## config.mk

```make
export PLATFORM = sky130hd
export DESIGN_NAME = servo_pulse_duty_controller_top
export DESIGN_NICKNAME = d
export VERILOG_FILES = /design/src/hw/rtl/spdc_pkg.sv /design/src/hw/rtl/servo_pulse_duty_controller_top.sv
export SDC_FILE = /design/constraint.sdc
export NUM_CORES = 1
export LEC_CHECK = 0
export BUFFER_PORTS_ARGS = -buffer_cell sky130_fd_sc_hd__buf_2
export CORE_MARGIN = 2
export CORE_UTILIZATION = 61
export CTS_CLUSTER_SIZE = 40
export DETAILED_ROUTE_END_ITERATION = 10
export PLACE_DENSITY_LB_ADDON = 0.25
export SETUP_SLACK_MARGIN = 0.1
export SYNTH_ARGS = -nofsm -noshare
export SYNTH_HDL_FRONTEND = slang
export SYNTH_SLANG_ARGS = --single-unit
```

## constraint.sdc

```tcl
create_clock -name clk -period 10.5 [get_ports clk]
set_input_delay 2.1 -clock clk [delete_from_list [all_inputs] [get_ports clk]]
set_output_delay 2.1 -clock clk [all_outputs]
set_load 0.02 [all_outputs]
```

## src/hw/rtl/spdc_pkg.sv

```systemverilog
`timescale 1ns / 1ps

package spdc_pkg;

    // Field widths of the request, result and configuration port.
    localparam int PULSE_W    = 12;
    localparam int CMD_W      = 16;
    localparam int DUTY_W     = 15;
    localparam int CFG_IDX_W  = 3;
    localparam int CFG_DATA_W = 12;

    // Defaults for the timer resolution and the servo frame period.
    localparam int DUTY_BITS_DEF = 14;
    localparam int PERIOD_US_DEF = 20000;

    // Largest compare value the duty field can carry.
    localparam int unsigned DUTY_FIELD_MAX = 32767;

    // Configuration values after reset.
    localparam logic [PULSE_W-1:0] MIN_PULSE_RST    = 12'd1000;
    localparam logic [PULSE_W-1:0] MAX_PULSE_RST    = 12'd2000;
    localparam logic [PULSE_W-1:0] CENTER_PULSE_RST = 12'd0;
    localparam logic               INVERT_RST       = 1'b0;
    localparam logic               DEFAULT_EN_RST   = 1'b1;
    localparam logic [PULSE_W-1:0] START_PULSE_RST  = 12'd0;

    typedef logic [PULSE_W-1:0] pulse_t;

    // Command codes.
    typedef enum logic [1:0] {
        OP_START      = 2'd0,
        OP_SET_PULSE  = 2'd1,
        OP_SET_ENABLE = 2'd2
    } opcode_t;

    // Configuration register indexes.
    typedef enum logic [CFG_IDX_W-1:0] {
        REG_MIN_PULSE    = 3'd0,
        REG_MAX_PULSE    = 3'd1,
        REG_CENTER_PULSE = 3'd2,
        REG_INVERT       = 3'd3,
        REG_DEFAULT_EN   = 3'd4,
        REG_START_PULSE  = 3'd5
    } cfg_reg_t;

endpackage

```

## src/hw/rtl/servo_pulse_duty_controller_top.sv

```systemverilog
`timescale 1ns / 1ps

// Servo pulse controller: takes start, set-pulse and set-enable requests, keeps the
// servo position as a pulse width clamped to the travel range (optionally mirrored
// about neutral) and returns the timer compare value round(pulse * 2^DUTY_BITS /
// PERIOD_US), or 0 while disabled or without a position. One request is accepted
// per clock cycle while the request side is not stalled; a result is offered once
// its request has moved from the request register through the state stage and the
// reciprocal multiply for the period division into the result register, which
// takes the corrected and saturated duty. A stalled result holds the stages behind
// it, and the request side stalls once all four registers are full. A set-enable
// request that does not change the enable state gives no result, and neither does
// the unused opcode.
module servo_pulse_duty_controller_top #(
    parameter int DUTY_BITS = spdc_pkg::DUTY_BITS_DEF,
    parameter int PERIOD_US = spdc_pkg::PERIOD_US_DEF
) (
    input  logic                                clk,
    input  logic                                rst_n,
    // Configuration write port
    input  logic                                cfg_we,
    input  logic [spdc_pkg::CFG_IDX_W-1:0]      cfg_index,
    input  logic [spdc_pkg::CFG_DATA_W-1:0]     cfg_data,
    // Request channel
    input  logic                                cmd_valid,
    output logic                                cmd_stall,
    input  logic [1:0]                          opcode,
    input  logic signed [spdc_pkg::CMD_W-1:0]   command_value,
    // Result channel
    output logic                                res_valid,
    input  logic                                res_stall,
    output logic [spdc_pkg::DUTY_W-1:0]         duty_value,
    output spdc_pkg::pulse_t                    output_pulse_us,
    output logic                                enabled_now,
    output logic                                enable_report
);
    import spdc_pkg::*;

    // Division by the period is a multiply by a truncated reciprocal of 2^SHIFT / P.
    // The estimate is low by at most one, which the last stage corrects.
    localparam int SHIFT  = DUTY_BITS + 14;
    localparam int M_W    = DUTY_BITS + 3;
    localparam int PROD_W = PULSE_W + M_W;
    localparam int SUM_W  = PROD_W + DUTY_BITS + 1;
    localparam int Q_W    = SUM_W - SHIFT;
    localparam int N_W    = PULSE_W + DUTY_BITS + 1;
    localparam int P_W    = $clog2(PERIOD_US + 1);
    localparam int CMP_W  = Q_W + P_W + 1;

    localparam logic [63:0]      RECIP64  = (64'd1 << SHIFT) / PERIOD_US;
    localparam logic [M_W-1:0]   RECIP    = M_W'(RECIP64);
    localparam logic [SUM_W-1:0] ROUND_K  = SUM_W'(64'(PERIOD_US / 2) * RECIP64);
    localparam logic [N_W-1:0]   HALF_P   = N_W'(PERIOD_US / 2);
    localparam logic [P_W-1:0]   PERIOD_C = P_W'(PERIOD_US);
    localparam logic [63:0]      FULL64   = 64'd1 << DUTY_BITS;
    localparam logic [63:0]      CAP64    = (FULL64 > 64'(DUTY_FIELD_MAX)) ?
                                            64'(DUTY_FIELD_MAX) : FULL64;
    localparam logic [Q_W:0]     DUTY_CAP = (Q_W + 1)'(CAP64);

    // Configuration registers
    pulse_t min_pulse_reg;
    pulse_t max_pulse_reg;
    pulse_t center_pulse_reg;
    logic   invert_reg;
    logic   default_en_reg;
    pulse_t start_pulse_reg;

    // Servo state
    logic   enabled_reg;
    logic   enabled_next;
    logic   has_pos_reg;
    logic   has_pos_next;
    pulse_t cur_pulse_reg;
    pulse_t cur_pulse_next;

    // Stage 1: request register
    logic                     s1_valid_reg;
    logic                     s1_valid_next;
    opcode_t                  s1_op_reg;
    logic signed [CMD_W-1:0]  s1_value_reg;

    // Stage 2: state after the request
    logic   s2_valid_reg;
    pulse_t s2_pulse_reg;
    logic   s2_en_reg;
    logic   s2_report_reg;
    logic   s2_active_reg;

    // Stage 3: quotient estimate
    logic           s3_valid_reg;
    logic [Q_W-1:0] s3_qest_reg;
    pulse_t         s3_pulse_reg;
    logic           s3_en_reg;
    logic           s3_report_reg;
    logic           s3_active_reg;

    // Result register
    logic                res_valid_reg;
    logic [DUTY_W-1:0]   duty_reg;
    pulse_t              res_pulse_reg;
    logic                res_en_reg;
    logic                res_report_reg;

    // Handshake and flow control
    logic out_free;
    logic s3_free;
    logic s2_free;
    logic s1_fire;
    logic cmd_accept;
    logic has_result;
    logic report;

    // Placement logic
    pulse_t              lo_end;
    pulse_t              hi_end;
    logic [PULSE_W:0]    mid_sum;
    pulse_t              center_raw;
    pulse_t              neutral;
    logic signed [16:0]  place_in;
    pulse_t              clamped;
    logic signed [14:0]  mirrored;
    pulse_t              placed;

    // Duty arithmetic
    logic [PROD_W-1:0] prod;
    logic [SUM_W-1:0]  est_sum;
    logic [N_W-1:0]    numer;
    logic [CMP_W-1:0]  back_prod;
    logic [Q_W:0]      quot;
    logic [Q_W:0]      quot_sat;

    function automatic pulse_t clamp_pulse(
        input logic signed [16:0] v,
        input pulse_t             lo,
        input pulse_t             hi
    );
        pulse_t r;
        if (v < $signed({5'b0, lo}))
        begin
            r = lo;
        end
        else if (v > $signed({5'b0, hi}))
        begin
            r = hi;
        end
        else
        begin
            r = v[PULSE_W-1:0];
        end
        return r;
    endfunction

    // Configuration writes
    always_ff @(posedge clk or negedge rst_n)
    begin
        if (!rst_n)
        begin
            min_pulse_reg    <= MIN_PULSE_RST;
            max_pulse_reg    <= MAX_PULSE_RST;
            center_pulse_reg <= CENTER_PULSE_RST;
            invert_reg       <= INVERT_RST;
            default_en_reg   <= DEFAULT_EN_RST;
            start_pulse_reg  <= START_PULSE_RST;
        end
        else if (cfg_we)
        begin
            case (cfg_reg_t'(cfg_index))
                REG_MIN_PULSE:    min_pulse_reg    <= cfg_data;
                REG_MAX_PULSE:    max_pulse_reg    <= cfg_data;
                REG_CENTER_PULSE: center_pulse_reg <= cfg_data;
                REG_INVERT:       invert_reg       <= cfg_data[0];
                REG_DEFAULT_EN:   default_en_reg   <= cfg_data[0];
                REG_START_PULSE:  start_pulse_reg  <= cfg_data;
                default:          ;
            endcase
        end
    end

    // Flow control: each stage moves when the stage after it can take its request.
    // A request that gives no result leaves stage 1 without waiting.
    assign out_free   = !res_valid_reg || !res_stall;
    assign s3_free    = !s3_valid_reg || out_free;
    assign s2_free    = !s2_valid_reg || s3_free;
    assign s1_fire    = s1_valid_reg && (!has_result || s2_free);
    assign cmd_stall  = s1_valid_reg && !s1_fire;
    assign cmd_accept = cmd_valid && !cmd_stall;

    // Travel range and neutral point
    always_comb
    begin
        lo_end     = (min_pulse_reg < max_pulse_reg) ? min_pulse_reg : max_pulse_reg;
        hi_end     = (min_pulse_reg < max_pulse_reg) ? max_pulse_reg : min_pulse_reg;
        mid_sum    = {1'b0, min_pulse_reg} + {1'b0, max_pulse_reg};
        center_raw = (center_pulse_reg == '0) ? mid_sum[PULSE_W:1] : center_pulse_reg;
        neutral    = clamp_pulse({5'b0, center_raw}, lo_end, hi_end);
    end

    // Clamp the commanded or start pulse, then mirror about neutral if inverted.
    always_comb
    begin
        if (s1_op_reg == OP_START)
        begin
            place_in = {5'b0, start_pulse_reg};
        end
        else
        begin
            place_in = 17'(s1_value_reg);
        end
        clamped  = clamp_pulse(place_in, lo_end, hi_end);
        mirrored = $signed({2'b0, neutral, 1'b0}) - $signed({3'b0, clamped});
        if (invert_reg)
        begin
            placed = clamp_pulse(17'(mirrored), lo_end, hi_end);
        end
        else
        begin
            placed = clamped;
        end
    end

    // Next servo state and whether the request gives a result
    always_comb
    begin
        enabled_next   = enabled_reg;
        has_pos_next   = has_pos_reg;
        cur_pulse_next = cur_pulse_reg;
        has_result     = 1'b0;
        report         = 1'b0;
        case (s1_op_reg)
            OP_START:
            begin
                enabled_next = default_en_reg;
                has_result   = 1'b1;
                report       = 1'b1;
                if (start_pulse_reg != '0)
                begin
                    cur_pulse_next = placed;
                    has_pos_next   = 1'b1;
                end
                else
                begin
                    cur_pulse_next = '0;
                    has_pos_next   = 1'b0;
                end
            end
            OP_SET_PULSE:
            begin
                cur_pulse_next = placed;
                has_pos_next   = 1'b1;
                has_result     = 1'b1;
            end
            OP_SET_ENABLE:
            begin
                if ((s1_value_reg != '0) != enabled_reg)
                begin
                    enabled_next = (s1_value_reg != '0);
                    has_result   = 1'b1;
                    report       = 1'b1;
                end
            end
            default:
            begin
                has_result = 1'b0;
            end
        endcase
    end

    // Reciprocal multiply for the quotient estimate
    always_comb
    begin
        prod    = PROD_W'(s2_pulse_reg) * PROD_W'(RECIP);
        est_sum = {prod, DUTY_BITS'(0)} + ROUND_K;
    end

    // Correct the estimate by one where the remainder reaches a full period, then saturate.
    always_comb
    begin
        numer     = {s3_pulse_reg, DUTY_BITS'(0)} + HALF_P;
        back_prod = CMP_W'(s3_qest_reg) * CMP_W'(PERIOD_C) + CMP_W'(PERIOD_C);
        if (CMP_W'(numer) >= back_prod)
        begin
            quot = {1'b0, s3_qest_reg} + (Q_W + 1)'(1);
        end
        else
        begin
            quot = {1'b0, s3_qest_reg};
        end
        quot_sat = (quot > DUTY_CAP) ? DUTY_CAP : quot;
    end

    // Request register valid
    always_comb
    begin
        s1_valid_next = s1_valid_reg;
        if (cmd_accept)
        begin
            s1_valid_next = 1'b1;
        end
        else if (s1_fire)
        begin
            s1_valid_next = 1'b0;
        end
    end

    // Control registers
    always_ff @(posedge clk or negedge rst_n)
    begin
        if (!rst_n)
        begin
            s1_valid_reg  <= 1'b0;
            s2_valid_reg  <= 1'b0;
            s3_valid_reg  <= 1'b0;
            res_valid_reg <= 1'b0;
            enabled_reg   <= 1'b0;
            has_pos_reg   <= 1'b0;
            cur_pulse_reg <= '0;
        end
        else
        begin
            s1_valid_reg <= s1_valid_next;
            if (s1_fire)
            begin
                enabled_reg   <= enabled_next;
                has_pos_reg   <= has_pos_next;
                cur_pulse_reg <= cur_pulse_next;
            end
            if (s2_free)
            begin
                s2_valid_reg <= s1_fire && has_result;
            end
            if (s3_free)
            begin
                s3_valid_reg <= s2_valid_reg;
            end
            if (out_free)
            begin
                res_valid_reg <= s3_valid_reg;
            end
        end
    end

    // Payload registers
    always_ff @(posedge clk)
    begin
        if (cmd_accept)
        begin
            s1_op_reg    <= opcode_t'(opcode);
            s1_value_reg <= command_value;
        end
        if (s2_free)
        begin
            s2_pulse_reg  <= cur_pulse_next;
            s2_en_reg     <= enabled_next;
            s2_report_reg <= report;
            s2_active_reg <= enabled_next && has_pos_next;
        end
        if (s3_free)
        begin
            s3_qest_reg   <= est_sum[SUM_W-1:SHIFT];
            s3_pulse_reg  <= s2_pulse_reg;
            s3_en_reg     <= s2_en_reg;
            s3_report_reg <= s2_report_reg;
            s3_active_reg <= s2_active_reg;
        end
        if (out_free)
        begin
            duty_reg       <= s3_active_reg ? DUTY_W'(quot_sat) : '0;
            res_pulse_reg  <= s3_pulse_reg;
            res_en_reg     <= s3_en_reg;
            res_report_reg <= s3_report_reg;
        end
    end

    assign res_valid       = res_valid_reg;
    assign duty_value      = duty_reg;
    assign output_pulse_us = res_pulse_reg;
    assign enabled_now     = res_en_reg;
    assign enable_report   = res_report_reg;

endmodule

```

==> results.json <==
{
  "status": "completed",
  "htreeDepth": 4,
  "reg2reg_from": "max_pulse_reg[6]",
  "period_share_pct": 91.68,
  "r2r_slack_ns": 0.87,
  "clk_latency_ns": 0.44,
  "dr_total_vias": 13230,
  "ctsHoldBuffers": 0,
  "worst_slew_pin_slew_ns": 1.195,
  "critPathLaunch": "max_pulse_reg[6]",
  "synth.distinct_cells": 94,
  "num_rows": 60,
  "hp-class": "reg2reg",
  "grt_pass1_wl_mm": 73.15,
  "cts_buffers": 17,
  "post-dp-hpwl_mm": 36.66,
  "synthArstFlopShare_pct": 43.31,
  "critPathArrivalTime_ns": 9.80,
  "cts_sinks": 157,
  "final_common_cell": "ha_1",
  "largest_reg_flops": 16,
  "cp-end-kind": "register",
  "gp_congestion": 1.027,
  "dieArea_um2": 28440,
  "track_usage_pct": 33.40,
  "finalCriticalPeriod_ns": 9.626,
  "path_clk_slew_ns": 0.07,
  "clock_path_buffers": 2,
  "slowest_stage": "nor2_1",
  "cp_max_fo": 30,
  "drive_gt1_share_pct": 13.24,
  "synth.cell_area_um2": 16540,
  "synthToLayoutAreaGrowth_pct": 8.959,
  "wl_per_cell_um": 21.50,
  "ys_ff_latch": 157,
  "synth_nets": 2093,
  "maxCapViolCount": 0,
  "final_antenna_net_count": 0,
  "ys_seq_area_share_pct": 26.55,
  "hold_violations": 0,
  "cts_tree": "built",
  "ys_warn_count": 0,
  "r2r-end": "s2_pulse_reg[0]",
  "skew_ns": 0.009581,
  "grt_max_degree": 69,
  "synth_cells": 1718,
  "rsz0062_at_grt": "no",
  "wl_mm": 46.17,
  "fill_cells": 2133,
  "fp.dieW_um": 168.6,
  "chipHeight_um": 168.6,
  "grt_pass1_vias": 13470,
  "vias_per_cell": 6.162,
  "antenna_found_initial": 1,
  "final_max_slew_viol_count": 0,
  "grt-ovfl-total": 0,
  "worstRegToRegCells": 39,
  "synth_edf_count": 89,
  "crit_type": "reg2reg",
  "dr.pass1.iters": 5,
  "nets": 2167,
  "slowest_delay_ns": 0.84,
  "setup_viol": 0,
  "core_area_um2": 26800,
  "worstSetupEndpoint": "s2_pulse_reg[0]",
  "worst_ep_required_time_ns": 10.68,
  "io_buffers": 67,
  "initial_core_util_pct": 61.70,
  "worstHoldStart": "s2_en_reg",
  "syn_area_per_cell_um2": 9.625,
  "boundaryPins": 69,
  "startpoint_type": "register",
  "setup_tns_ns": 0,
  "synth_ff_type": "edfxtp_1",
  "route.detailed.drc": 0,
  "drtIter0Drc": 970,
  "relSlewSlack_pct": 20.23,
  "cts_root_buf": "clkbuf_16",
  "final_cell_mix": "ha_1, inv_1, nand2_1",
  "clock.fmax_mhz": 103.9
}
[cells in the mapped netlist, types with 19 or more instances]
library cell,n,area (um2)
a21oi_1,101,505.5
o21ai_0,79,395.4
nand3_1,30,150.1
ha_1,262,3278
mux2i_1,37,370.4
xnor2_1,55,481.7
clkbuf_1,25,93.84
nor2b_1,19,118.9
a21o_1,41,307.8
nor2_1,97,364.1
xor2_1,25,219.0
edfxtp_1,89,2673
fa_1,75,1501
nand2_1,114,427.9
inv_1,221,829.6
mux2_2,54,608.1
nand2b_1,21,131.4
dfrtp_1,55,1376
nor3_1,29,145.1
[cell families (layout without fill, tap and decap cells)]
kind of cell	after synthesis	count (layout)	synth area share (%)
AO/OA/AOI/OAI	379	380	15.55
XOR/XNOR	83	83	4.532
adder cells (fa/ha/maj)	337	337	28.90
buffers and inverters	258	344	6.031
flip-flops	157	157	26.55
multiplexers	92	92	6.053
other	1	2	0.02268
AND/OR/NAND/NOR	411	411	12.36
[per-layer routing]
layer	track usage (%)	share of wire, %	routed length [um]
met1	42.38	41	18780
met4	16.64	5.1	2333
met3	3.694	6.0	2787
met5	0	0	0
met2	57.02	48	22270
[what timing repair did]
item	4_1_cts	5_1_grt
buffers inserted	0	0
resized for setup	0	8
endpoints found under the setup margin	0	24
[area by class of cell]
cell class	instances	area, um2	share of cell area [%]
inverters	222	838.3	4.653
clock inverters	14	165.2	0.9167
repair buffers	90	510.5	2.833
multi-input cells	1304	11230	62.35
well taps	341	426.7	2.368
flip-flops and latches	157	4390	24.37
clock buffers	18	450.4	2.500
diodes	1	2.502	0.01389
[metrics by stage]
stage	instances	cell area (um2)	hold slack [ns]	setup slack [ns]	util, %
2_1_floorplan	1718	16540	0.4003	1.754	-
3_3_place_gp	2113	17350	0.4019	0.7393	64.74
3_5_place_dp	2113	17350	0.4086	0.4505	64.74
4_1_cts	2145	17970	0.4287	0.3715	67.04
5_1_grt	2146	18010	0.4395	0.1507	67.22
6_report	2147	18020	0.4309	0.8741	67.23
[critical path, delay by kind of cell (launching register included)]
kind            cells  cell delay (ns)
fa+ha+maj           4             1.15
simple gates       10             2.53
buf+inv             3             0.56
compound gates     21             4.10
flops               1             0.59
xor+xnor            1             0.41
[worst min-delay path by stage]
stage,cells after the start,endpoint,slack [ns]
after floorplan,0,enable_report,0.40
after global placement,0,s3_active_reg,0.40
after detailed placement,0,enabled_now,0.41
after CTS,0,s3_en_reg,0.43
after global routing,0,s3_en_reg,0.44
final,0,s3_en_reg,0.43
Power is left out: the tool's default activity adds up to more than one toggle a clock period on the data nets, which glitch-free logic cannot reach.
